$ cat config.mk
export PLATFORM = sky130hd
export DESIGN_NAME = matrix_multiply_transposed_b
export DESIGN_NICKNAME = d
export VERILOG_FILES = /design/src/mmtb_pkg.sv /design/src/mmtb_ctrl.sv /design/src/mmtb_datapath.sv /design/src/matrix_multiply_transposed_b.sv
export SDC_FILE = /design/constraint.sdc
export NUM_CORES = 2
export LEC_CHECK = 0
export BUFFER_PORTS_ARGS = -buffer_cell sky130_fd_sc_hd__buf_2
export CORE_ASPECT_RATIO = 2
export CORE_MARGIN = 3
export CORE_UTILIZATION = 53
export DETAILED_ROUTE_END_ITERATION = 7
export PLACE_DENSITY = 0.69
export SLEW_MARGIN = 20
export SYNTH_ARGS = -nofsm -noshare
export SYNTH_HDL_FRONTEND = slang
export SYNTH_SLANG_ARGS = --single-unit
$ cat constraint.sdc
create_clock -name i_clk -period 15.3 [get_ports i_clk]
set_input_delay 1.53 -clock i_clk [delete_from_list [all_inputs] [get_ports i_clk]]
set_output_delay 1.53 -clock i_clk [all_outputs]
set_load 0.1 [all_outputs]
$ cat src/mmtb_pkg.sv
// ----------------------------------------------------------------------------
// mmtb_pkg
// Shared types and constants for the transposed-B matrix multiply block.
// ----------------------------------------------------------------------------
package mmtb_pkg;

    // Largest supported matrix dimension (default of the top-level parameter).
    localparam int MMTB_MAX_DIM = 8;

    // Widths fixed by the transaction fields.
    localparam int DIM_W     = 4;
    localparam int IDX_W     = 3;
    localparam int ELEM_W    = 16;
    localparam int PROD_W    = 32;
    localparam int SUM_W     = 40;
    localparam int CFG_IDX_W = 2;

    // Input transaction kinds.
    localparam logic [1:0] KIND_LOAD_A  = 2'd0;
    localparam logic [1:0] KIND_LOAD_BT = 2'd1;
    localparam logic [1:0] KIND_COMPUTE = 2'd2;

    // Configuration register indexes.
    localparam logic [CFG_IDX_W-1:0] CFG_ROWS_A      = 2'd0;
    localparam logic [CFG_IDX_W-1:0] CFG_COLS_RESULT = 2'd1;
    localparam logic [CFG_IDX_W-1:0] CFG_INNER_LEN   = 2'd2;

    typedef struct packed {
        logic [1:0]              kind;
        logic [IDX_W-1:0]        row_index;
        logic [IDX_W-1:0]        col_index;
        logic signed [ELEM_W-1:0] element;
    } t_in;

    typedef struct packed {
        logic signed [SUM_W-1:0] product;
        logic                    last;
    } t_out;

    typedef enum logic [1:0] {
        ST_IDLE,
        ST_MAC,
        ST_WAIT
    } t_state;

    // Commands from the controller to the datapath.
    typedef struct packed {
        logic wr_a;
        logic wr_bt;
        logic rd;
        logic acc_clr;
        logic push;
        logic push_last;
    } t_dp_cmd;

    // Status from the datapath to the controller.
    typedef struct packed {
        logic pipe_busy;
        logic out_free;
    } t_dp_status;

endpackage

$ cat src/mmtb_ctrl.sv
// ----------------------------------------------------------------------------
// mmtb_ctrl
// Controller: configuration registers, loop counters and sequencing FSM.
// ----------------------------------------------------------------------------
module mmtb_ctrl #(
    parameter int MAX_DIM = mmtb_pkg::MMTB_MAX_DIM
) (
    input  logic                                i_clk,
    input  logic                                i_rst_n,
    input  logic                                i_in_valid,
    input  mmtb_pkg::t_in                       i_in,
    output logic                                o_in_stall,
    input  logic                                i_cfg_valid,
    input  logic [mmtb_pkg::CFG_IDX_W-1:0]      i_cfg_index,
    input  logic [mmtb_pkg::DIM_W-1:0]          i_cfg_data,
    input  mmtb_pkg::t_dp_status                i_status,
    output mmtb_pkg::t_dp_cmd                   o_cmd,
    output logic [$clog2(MAX_DIM*MAX_DIM)-1:0]  o_wr_addr,
    output logic [$clog2(MAX_DIM*MAX_DIM)-1:0]  o_rd_addr_a,
    output logic [$clog2(MAX_DIM*MAX_DIM)-1:0]  o_rd_addr_b
);
    import mmtb_pkg::*;

    localparam int CW = (MAX_DIM > 1) ? $clog2(MAX_DIM) : 1;
    localparam int AW = $clog2(MAX_DIM * MAX_DIM);

    t_state            r_state, n_state;
    logic [CW-1:0]     r_i, n_i, r_j, n_j, r_k, n_k;
    logic [DIM_W-1:0]  r_rows, r_cols, r_inner;
    logic [DIM_W-1:0]  nr, nc, nk;
    logic              last_i, last_j, last_k, load_ok;

    function automatic logic [AW-1:0] f_addr(input logic [IDX_W-1:0] row,
                                             input logic [IDX_W-1:0] col);
        f_addr = AW'(row) * AW'(MAX_DIM) + AW'(col);
    endfunction

    // Registers above the largest dimension saturate.
    assign nr = (r_rows  > DIM_W'(MAX_DIM)) ? DIM_W'(MAX_DIM) : r_rows;
    assign nc = (r_cols  > DIM_W'(MAX_DIM)) ? DIM_W'(MAX_DIM) : r_cols;
    assign nk = (r_inner > DIM_W'(MAX_DIM)) ? DIM_W'(MAX_DIM) : r_inner;

    assign last_i = (DIM_W'(r_i) + DIM_W'(1)) == nr;
    assign last_j = (DIM_W'(r_j) + DIM_W'(1)) == nc;
    assign last_k = (DIM_W'(r_k) + DIM_W'(1)) == nk;

    assign load_ok = ({1'b0, i_in.row_index} < DIM_W'(MAX_DIM)) &&
                     ({1'b0, i_in.col_index} < DIM_W'(MAX_DIM));

    assign o_wr_addr   = f_addr(i_in.row_index, i_in.col_index);
    assign o_rd_addr_a = f_addr(IDX_W'(r_i), IDX_W'(r_k));
    assign o_rd_addr_b = f_addr(IDX_W'(r_j), IDX_W'(r_k));

    always_ff @(posedge i_clk) begin
        if (!i_rst_n) begin
            r_state <= ST_IDLE;
            r_i     <= '0;
            r_j     <= '0;
            r_k     <= '0;
            r_rows  <= DIM_W'(8);
            r_cols  <= DIM_W'(8);
            r_inner <= DIM_W'(8);
        end else begin
            r_state <= n_state;
            r_i     <= n_i;
            r_j     <= n_j;
            r_k     <= n_k;
            if (i_cfg_valid) begin
                case (i_cfg_index)
                    CFG_ROWS_A:      r_rows  <= i_cfg_data;
                    CFG_COLS_RESULT: r_cols  <= i_cfg_data;
                    CFG_INNER_LEN:   r_inner <= i_cfg_data;
                    default: ;
                endcase
            end
        end
    end

    always_comb begin
        n_state    = r_state;
        n_i        = r_i;
        n_j        = r_j;
        n_k        = r_k;
        o_cmd      = '0;
        o_in_stall = (r_state != ST_IDLE);
        case (r_state)
            ST_IDLE: begin
                if (i_in_valid) begin
                    case (i_in.kind)
                        KIND_LOAD_A:  o_cmd.wr_a  = load_ok;
                        KIND_LOAD_BT: o_cmd.wr_bt = load_ok;
                        KIND_COMPUTE: begin
                            if (nr != '0 && nc != '0) begin
                                n_i           = '0;
                                n_j           = '0;
                                n_k           = '0;
                                o_cmd.acc_clr = 1'b1;
                                n_state       = (nk == '0) ? ST_WAIT : ST_MAC;
                            end
                        end
                        default: ;
                    endcase
                end
            end
            ST_MAC: begin
                o_cmd.rd = 1'b1;
                if (last_k) begin
                    n_state = ST_WAIT;
                end else begin
                    n_k = r_k + CW'(1);
                end
            end
            ST_WAIT: begin
                if (!i_status.pipe_busy && i_status.out_free) begin
                    o_cmd.push      = 1'b1;
                    o_cmd.push_last = last_i && last_j;
                    if (last_i && last_j) begin
                        n_state = ST_IDLE;
                    end else begin
                        n_k = '0;
                        if (last_j) begin
                            n_j = '0;
                            n_i = r_i + CW'(1);
                        end else begin
                            n_j = r_j + CW'(1);
                        end
                        n_state = (nk == '0) ? ST_WAIT : ST_MAC;
                    end
                end
            end
            default: n_state = ST_IDLE;
        endcase
    end

endmodule

$ cat src/mmtb_datapath.sv
// ----------------------------------------------------------------------------
// mmtb_datapath
// Operand stores, multiply-accumulate pipeline and the output register.
// ----------------------------------------------------------------------------
module mmtb_datapath #(
    parameter int MAX_DIM = mmtb_pkg::MMTB_MAX_DIM
) (
    input  logic                                     i_clk,
    input  logic                                     i_rst_n,
    input  mmtb_pkg::t_dp_cmd                        i_cmd,
    input  logic [$clog2(MAX_DIM*MAX_DIM)-1:0]       i_wr_addr,
    input  logic signed [mmtb_pkg::ELEM_W-1:0]       i_wr_data,
    input  logic [$clog2(MAX_DIM*MAX_DIM)-1:0]       i_rd_addr_a,
    input  logic [$clog2(MAX_DIM*MAX_DIM)-1:0]       i_rd_addr_b,
    input  logic                                     i_out_stall,
    output mmtb_pkg::t_dp_status                     o_status,
    output logic                                     o_out_valid,
    output mmtb_pkg::t_out                           o_out
);
    import mmtb_pkg::*;

    localparam int DEPTH = MAX_DIM * MAX_DIM;

    logic [ELEM_W-1:0]        r_mem_a  [DEPTH];
    logic [ELEM_W-1:0]        r_mem_bt [DEPTH];
    logic [ELEM_W-1:0]        r_a_q, r_b_q;
    logic signed [PROD_W-1:0] r_prod;
    logic signed [SUM_W-1:0]  r_acc;
    logic                     r_v1, r_v2, r_out_v;
    t_out                     r_out;

    always_ff @(posedge i_clk) begin
        if (i_cmd.wr_a) begin
            r_mem_a[i_wr_addr] <= i_wr_data;
        end
        if (i_cmd.rd) begin
            r_a_q <= r_mem_a[i_rd_addr_a];
        end
    end

    always_ff @(posedge i_clk) begin
        if (i_cmd.wr_bt) begin
            r_mem_bt[i_wr_addr] <= i_wr_data;
        end
        if (i_cmd.rd) begin
            r_b_q <= r_mem_bt[i_rd_addr_b];
        end
    end

    always_ff @(posedge i_clk) begin
        if (!i_rst_n) begin
            r_v1    <= 1'b0;
            r_v2    <= 1'b0;
            r_out_v <= 1'b0;
        end else begin
            r_v1 <= i_cmd.rd;
            r_v2 <= r_v1;
            if (i_cmd.push) begin
                r_out_v <= 1'b1;
            end else if (!i_out_stall) begin
                r_out_v <= 1'b0;
            end
        end
    end

    always_ff @(posedge i_clk) begin
        r_prod <= $signed(r_a_q) * $signed(r_b_q);
        if (i_cmd.acc_clr || i_cmd.push) begin
            r_acc <= '0;
        end else if (r_v2) begin
            r_acc <= r_acc + {{(SUM_W-PROD_W){r_prod[PROD_W-1]}}, r_prod};
        end
        if (i_cmd.push) begin
            r_out.product <= r_acc;
            r_out.last    <= i_cmd.push_last;
        end
    end

    assign o_status.pipe_busy = r_v1 || r_v2;
    assign o_status.out_free  = !r_out_v || !i_out_stall;
    assign o_out_valid        = r_out_v;
    assign o_out              = r_out;

endmodule

$ cat src/matrix_multiply_transposed_b.sv
// ----------------------------------------------------------------------------
// matrix_multiply_transposed_b
// General matrix multiply C = A * Bt on signed Q8.8 elements with Q24.16 sums.
// ----------------------------------------------------------------------------
//
//  Channel   Direction  Handshake             Payload
//  --------  ---------  --------------------  ---------------------------------
//  in        sink       i_in_valid/o_in_stall kind, row_index, col_index, element
//  out       source     o_out_valid/i_out_stall product, last
//  cfg       sink       i_cfg_valid/o_cfg_ready i_cfg_index, i_cfg_data
//
// A load transaction writes its element into the A or Bt store. A compute
// transaction produces rows * cols results; each result takes one
// multiply-accumulate step per inner element through the single shared
// multiplier, then the read and multiply stages drain and the sum moves to the
// output register; with an inner length of zero the cleared sum moves there.
// The input channel is stalled for the whole compute transaction.
// A stalled output holds the sequencer before it posts the next result.
// Reset is synchronous; the stores are not cleared and hold garbage until loaded.
//
module matrix_multiply_transposed_b #(
    parameter int MAX_DIM = mmtb_pkg::MMTB_MAX_DIM
) (
    input  logic                              i_clk,
    input  logic                              i_rst_n,
    input  logic                              i_in_valid,
    output logic                              o_in_stall,
    input  mmtb_pkg::t_in                     i_in,
    output logic                              o_out_valid,
    input  logic                              i_out_stall,
    output mmtb_pkg::t_out                    o_out,
    input  logic                              i_cfg_valid,
    output logic                              o_cfg_ready,
    input  logic [mmtb_pkg::CFG_IDX_W-1:0]    i_cfg_index,
    input  logic [mmtb_pkg::DIM_W-1:0]        i_cfg_data
);
    import mmtb_pkg::*;

    localparam int AW = $clog2(MAX_DIM * MAX_DIM);

    t_dp_cmd          cmd;
    t_dp_status       status;
    logic [AW-1:0]    wr_addr, rd_addr_a, rd_addr_b;

    // The user must issue configuration writes only while the block is idle; the
    // block does not enforce this, and the register file can always take them.
    assign o_cfg_ready = 1'b1;

    // The controller owns the sizes, the i/j/k loop counters and the FSM.
    mmtb_ctrl #(
        .MAX_DIM (MAX_DIM)
    ) u_ctrl (
        .i_clk       (i_clk),
        .i_rst_n     (i_rst_n),
        .i_in_valid  (i_in_valid),
        .i_in        (i_in),
        .o_in_stall  (o_in_stall),
        .i_cfg_valid (i_cfg_valid),
        .i_cfg_index (i_cfg_index),
        .i_cfg_data  (i_cfg_data),
        .i_status    (status),
        .o_cmd       (cmd),
        .o_wr_addr   (wr_addr),
        .o_rd_addr_a (rd_addr_a),
        .o_rd_addr_b (rd_addr_b)
    );

    // The datapath holds both stores, the multiplier, the accumulator and
    // the output register that decouples the result side from the sequencer.
    mmtb_datapath #(
        .MAX_DIM (MAX_DIM)
    ) u_datapath (
        .i_clk       (i_clk),
        .i_rst_n     (i_rst_n),
        .i_cmd       (cmd),
        .i_wr_addr   (wr_addr),
        .i_wr_data   (i_in.element),
        .i_rd_addr_a (rd_addr_a),
        .i_rd_addr_b (rd_addr_b),
        .i_out_stall (i_out_stall),
        .o_status    (status),
        .o_out_valid (o_out_valid),
        .o_out       (o_out)
    );

endmodule

==> flow_metrics.env <==
export IMPL_synth_flop_cell="sky130_fd_sc_hd__edfxtp_1"
export IMPL_synth_cells_most_frequent="sky130_fd_sc_hd__edfxtp_1 (2121), sky130_fd_sc_hd__mux2i_1 (468), sky130_fd_sc_hd__inv_1 (317)"
export IMPL_worst_setup_path_start_kind="flop"
export IMPL_timing_critical_path_arrival_ns=7.60
export IMPL_initialDrtViolationCount=4476
export IMPL_post_synth_inst_count=5732
export IMPL_vdd_drop_max_mv=0.125
export IMPL_required_time_at_the_endpoint_of_the_critical_path_ns=16.00
export IMPL_synthTopCellsByArea="sky130_fd_sc_hd__edfxtp_1 (66%), sky130_fd_sc_hd__mux4_2 (6.9%), sky130_fd_sc_hd__fa_1 (5.4%), sky130_fd_sc_hd__mux2i_1 (4.8%), sky130_fd_sc_hd__dfxtp_1 (2.0%)"
export IMPL_total_power_mw=15.1
export IMPL_placed_cells_incl_taps=8040
export IMPL_port_buffer_count=77
export IMPL_synth_top_area_share_pct=65.9
export IMPL_cts_hold_fix_buffers=0
export IMPL_syn_area_per_cell_um2=16.9
export IMPL_result_of_the_run="complete, no violations"
export IMPL_final_nets=6311
export IMPL_die_area_mm2=0.188
export IMPL_stdcell_count=8398
export IMPL_global_route_usage_sum_pct=26.5
export IMPL_final_wl_um=248000
export IMPL_routed_wire_length_per_instance_um=29.5
export IMPL_ys_ff_latch=2219
export IMPL_clock_skew_final_ns=0.0490
export IMPL_timing_hold_violations_final=0
export IMPL_clock_insertion_delay_worst_skew_ns=0.83
export IMPL_final_core_utilization_pct=58.6
export IMPL_globalRouteMet2Util_pct=48.7
export IMPL_finalWeightedCongestion=0.908
export IMPL_cts_repair_resize_count=0
export IMPL_powerDensity_mw_per_mm2=142
export IMPL_clockBufferDepth=4
export IMPL_synth_seq_area_share_pct=67.9
export IMPL_synth_net_count=6154
export IMPL_fin_crit_ns=6.90
export IMPL_timing_slew_headroom_pct=20.2
export IMPL_firstDrtPassIters=5
export IMPL_final_hold_slack_ns=0.456
export IMPL_worst_setup_hold_path_clk_slew_ns=0.07
export IMPL_setup_worst_path_end_class="flop"
export IMPL_layout_setup_ws_ns=8.40
export IMPL_grt_antenna_before_repair=16
export IMPL_ant_nets=0
export IMPL_initial_core_util_pct=53.3
export IMPL_number_of_global_route_vias_before_repair=54000
export IMPL_path_class="reg -> reg"
export IMPL_drcViolationCount=0
export IMPL_reg2reg_depth=20
export IMPL_min_path_cells=0
export IMPL_vert_die_dim_um=610
export IMPL_worst_r2r_startpoint="u_datapath.r_a_q[10]"
export IMPL_leakagePower_nw=34.4
export IMPL_measured_slew_at_the_worst_slew_check_pin_ns=1.20
export IMPL_timing_final_setup_violations=0
export IMPL_cts_max_level=4
export IMPL_async_flop_share_pct=0
export IMPL_setup_total_negative_slack_ns=0
export IMPL_hold_path_class="reg -> reg"
export IMPL_detail_route_vias_per_cell=6.15
export IMPL_pin_count_of_the_biggest_net_entering_global_routing=131
export IMPL_post_synthesis_instance_area_mm2=0.0967
export IMPL_rr_endpoint="u_datapath.r_prod[30]"
export IMPL_clk_root_buffer_cell="sky130_fd_sc_hd__clkbuf_16"
export IMPL_design_portCount=79
export IMPL_core_mm2=0.181
export IMPL_post_cts_setup_buffer_count=0
export IMPL_netlist_cell_type_count=82
export IMPL_grt_util_met3_pct=2.86
export IMPL_placementRows=221
export IMPL_global_route_overflow_total=0
export IMPL_preCtsSetupSlack_ns=8.50
export IMPL_number_of_enable_type_register_cells_in_the_synthesized_netlist=2121
export IMPL_cts_inserted_buffers=188
export IMPL_grt_pass1_wl_um=363000
export IMPL_post_synth_top_area_cell="sky130_fd_sc_hd__edfxtp_1"
export IMPL_placedInstanceArea_mm2=0.100
export IMPL_yosysWarnings=0
export IMPL_die_wd_um=308
export IMPL_drive_above_1_share_pct=14.9
export IMPL_post_detailed_placement_half_perimeter_wirelength_um=163000
export IMPL_rsz0062_at_grt="false"
export IMPL_hold_path_startpoint="u_datapath.r_acc[5]"
export IMPL_count_leader_synth="sky130_fd_sc_hd__edfxtp_1"
export IMPL_flow_area_growth_from_synthesis_pct=9.98
export IMPL_post_route_period_util_pct=45.1
export IMPL_maxCapViolations=0
export IMPL_grt_met1_usage_pct=28.5
export IMPL_r2r_setup_slack_ns=8.40
export IMPL_via_count=51700
export IMPL_final_standard_cell_area_without_fillers_mm2=0.106
export IMPL_number_of_clock_sinks=2219
export IMPL_max_freq_mhz=145
export IMPL_slew_viol_final=0
export IMPL_hold_worst_path_end="u_datapath.o_out[6]"
export IMPL_worst_path_max_fanout=16
export IMPL_top_usage_layer="met2"
export IMPL_tritoncts="yes"
-- where the power goes --
part | internal [mW] | switching (mW)
clock network | 2.60 | 2.12
logic | 1.44 | 2.09
registers | 6.79 | 0.0752
-- cell type report --
| cell class | count | area, um2 |
|---|---|---|
| fillers | 13400 | 75100 |
| repair buffers | 262 | 1900 |
| clock buffers | 222 | 4870 |
| clock inverters | 110 | 1050 |
| diodes | 26 | 65.1 |
| inverters | 320 | 1200 |
| multi-input cells | 2898 | 28600 |
| flip-flops and latches | 2219 | 65700 |
| well taps | 2341 | 2930 |
-- cells by family (layout without fill, tap and decap cells) --
family | count (synthesis) | after routing | synth area share [%]
AND/OR/NAND/NOR | 816 | 816 | 3.88
other | 1 | 27 | 0.00388
flip-flops | 2219 | 2219 | 67.9
XOR/XNOR | 71 | 71 | 0.643
AO/OA/AOI/OAI | 793 | 793 | 5.49
adder cells (fa/ha/maj) | 387 | 387 | 7.05
multiplexers | 830 | 830 | 12.5
buffers and inverters | 615 | 914 | 2.53
-- worst max-delay path, stage by stage, from the launching register on --
cell and delay [ns]:
sky130_fd_sc_hd__edfxtp_1 0.88, sky130_fd_sc_hd__nand2_1 0.18, sky130_fd_sc_hd__fa_1 0.55, sky130_fd_sc_hd__fa_1 0.58, sky130_fd_sc_hd__fa_1 0.45, sky130_fd_sc_hd__fa_1 0.55, sky130_fd_sc_hd__inv_1 0.05, sky130_fd_sc_hd__fa_1 0.47
sky130_fd_sc_hd__inv_1 0.05, sky130_fd_sc_hd__fa_1 0.47, sky130_fd_sc_hd__inv_1 0.05, sky130_fd_sc_hd__ha_1 0.36, sky130_fd_sc_hd__nand3_1 0.24, sky130_fd_sc_hd__a2111oi_2 0.47, sky130_fd_sc_hd__a221oi_4 0.18, sky130_fd_sc_hd__o311ai_4 0.52
sky130_fd_sc_hd__a41oi_2 0.24, sky130_fd_sc_hd__nand2_1 0.13, sky130_fd_sc_hd__a31o_1 0.17, sky130_fd_sc_hd__a21oi_2 0.06, sky130_fd_sc_hd__xnor2_1 0.12
-- sequential cells by signal, indices dropped and copies added, names as in the netlist --
| register | cells |
|---|---|
| u_ctrl.r_cols | 4 |
| u_ctrl.r_i | 3 |
| u_ctrl.r_inner | 4 |
| u_ctrl.r_j | 3 |
| u_ctrl.r_k | 3 |
| u_ctrl.r_rows | 4 |
| u_ctrl.r_state | 2 |
| u_datapath.o_out | 41 |
| u_datapath.o_out_valid | 1 |
| u_datapath.r_a_q | 16 |
| u_datapath.r_acc | 40 |
| u_datapath.r_b_q | 16 |
| u_datapath.r_mem_a | 1024 |
| u_datapath.r_mem_bt | 1024 |
| u_datapath.r_prod | 32 |
| u_datapath.r_v1 | 1 |
| u_datapath.r_v2 | 1 |
-- layer usage --
| layer | routed length [um] | up-vias |
|---|---|---|
| met5 | 13 | - |
| li1 | - | 22400 |
| met4 | 19400 | 2 |
| met2 | 135000 | 1765 |
| met3 | 11900 | 579 |
| met1 | 81800 | 26900 |
-- worst max-delay path by stage --
| stage | startpoint | end | slack [ns] | cells after the start |
|---|---|---|---|---|
| 2_1_floorplan | u_datapath.r_a_q[10] | u_datapath.r_prod[30] | 9.37 | 21 |
| 3_3_place_gp | u_datapath.r_a_q[9] | u_datapath.r_prod[30] | 8.54 | 21 |
| 3_5_place_dp | u_datapath.r_a_q[10] | u_datapath.r_prod[30] | 8.50 | 20 |
| 4_1_cts | u_datapath.r_a_q[10] | u_datapath.r_prod[30] | 8.48 | 20 |
| 5_1_grt | u_datapath.r_b_q[1] | u_datapath.r_prod[31] | 8.16 | 19 |
| 6_report | u_datapath.r_a_q[10] | u_datapath.r_prod[30] | 8.40 | 20 |
-- placed cells by master (no fill, tap or decap), types with 8 or more instances in the layout --
master / n
sky130_fd_sc_hd__buf_4: 194
sky130_fd_sc_hd__clkinv_2: 32
sky130_fd_sc_hd__bufinv_16: 19
sky130_fd_sc_hd__or3_1: 15
sky130_fd_sc_hd__nand4_1: 12
sky130_fd_sc_hd__a21o_1: 31
sky130_fd_sc_hd__o21bai_1: 11
sky130_fd_sc_hd__nand3_1: 34
sky130_fd_sc_hd__inv_6: 8
sky130_fd_sc_hd__mux2_1: 30
sky130_fd_sc_hd__clkinv_1: 42
sky130_fd_sc_hd__a21oi_1: 259
sky130_fd_sc_hd__a211oi_1: 12
sky130_fd_sc_hd__nand2b_1: 12
sky130_fd_sc_hd__dfxtp_1: 92
sky130_fd_sc_hd__mux2i_1: 468
sky130_fd_sc_hd__clkbuf_1: 32
sky130_fd_sc_hd__nor2_1: 220
sky130_fd_sc_hd__and3_1: 9
sky130_fd_sc_hd__diode_2: 26
sky130_fd_sc_hd__xor2_1: 20
sky130_fd_sc_hd__fa_1: 263
sky130_fd_sc_hd__nor3_1: 19
sky130_fd_sc_hd__mux4_2: 295
sky130_fd_sc_hd__buf_2: 61
sky130_fd_sc_hd__clkbuf_16: 190
sky130_fd_sc_hd__xnor2_1: 51
sky130_fd_sc_hd__nand2_1: 306
sky130_fd_sc_hd__nor2b_1: 11
sky130_fd_sc_hd__o21ai_1: 29
sky130_fd_sc_hd__inv_1: 317
sky130_fd_sc_hd__o221ai_1: 186
sky130_fd_sc_hd__mux2_2: 37
sky130_fd_sc_hd__and2_1: 131
sky130_fd_sc_hd__edfxtp_1: 2121
sky130_fd_sc_hd__ha_1: 124
sky130_fd_sc_hd__o22ai_1: 128
sky130_fd_sc_hd__o21ai_0: 67
Note: power is estimated with default switching activity, not from simulation.
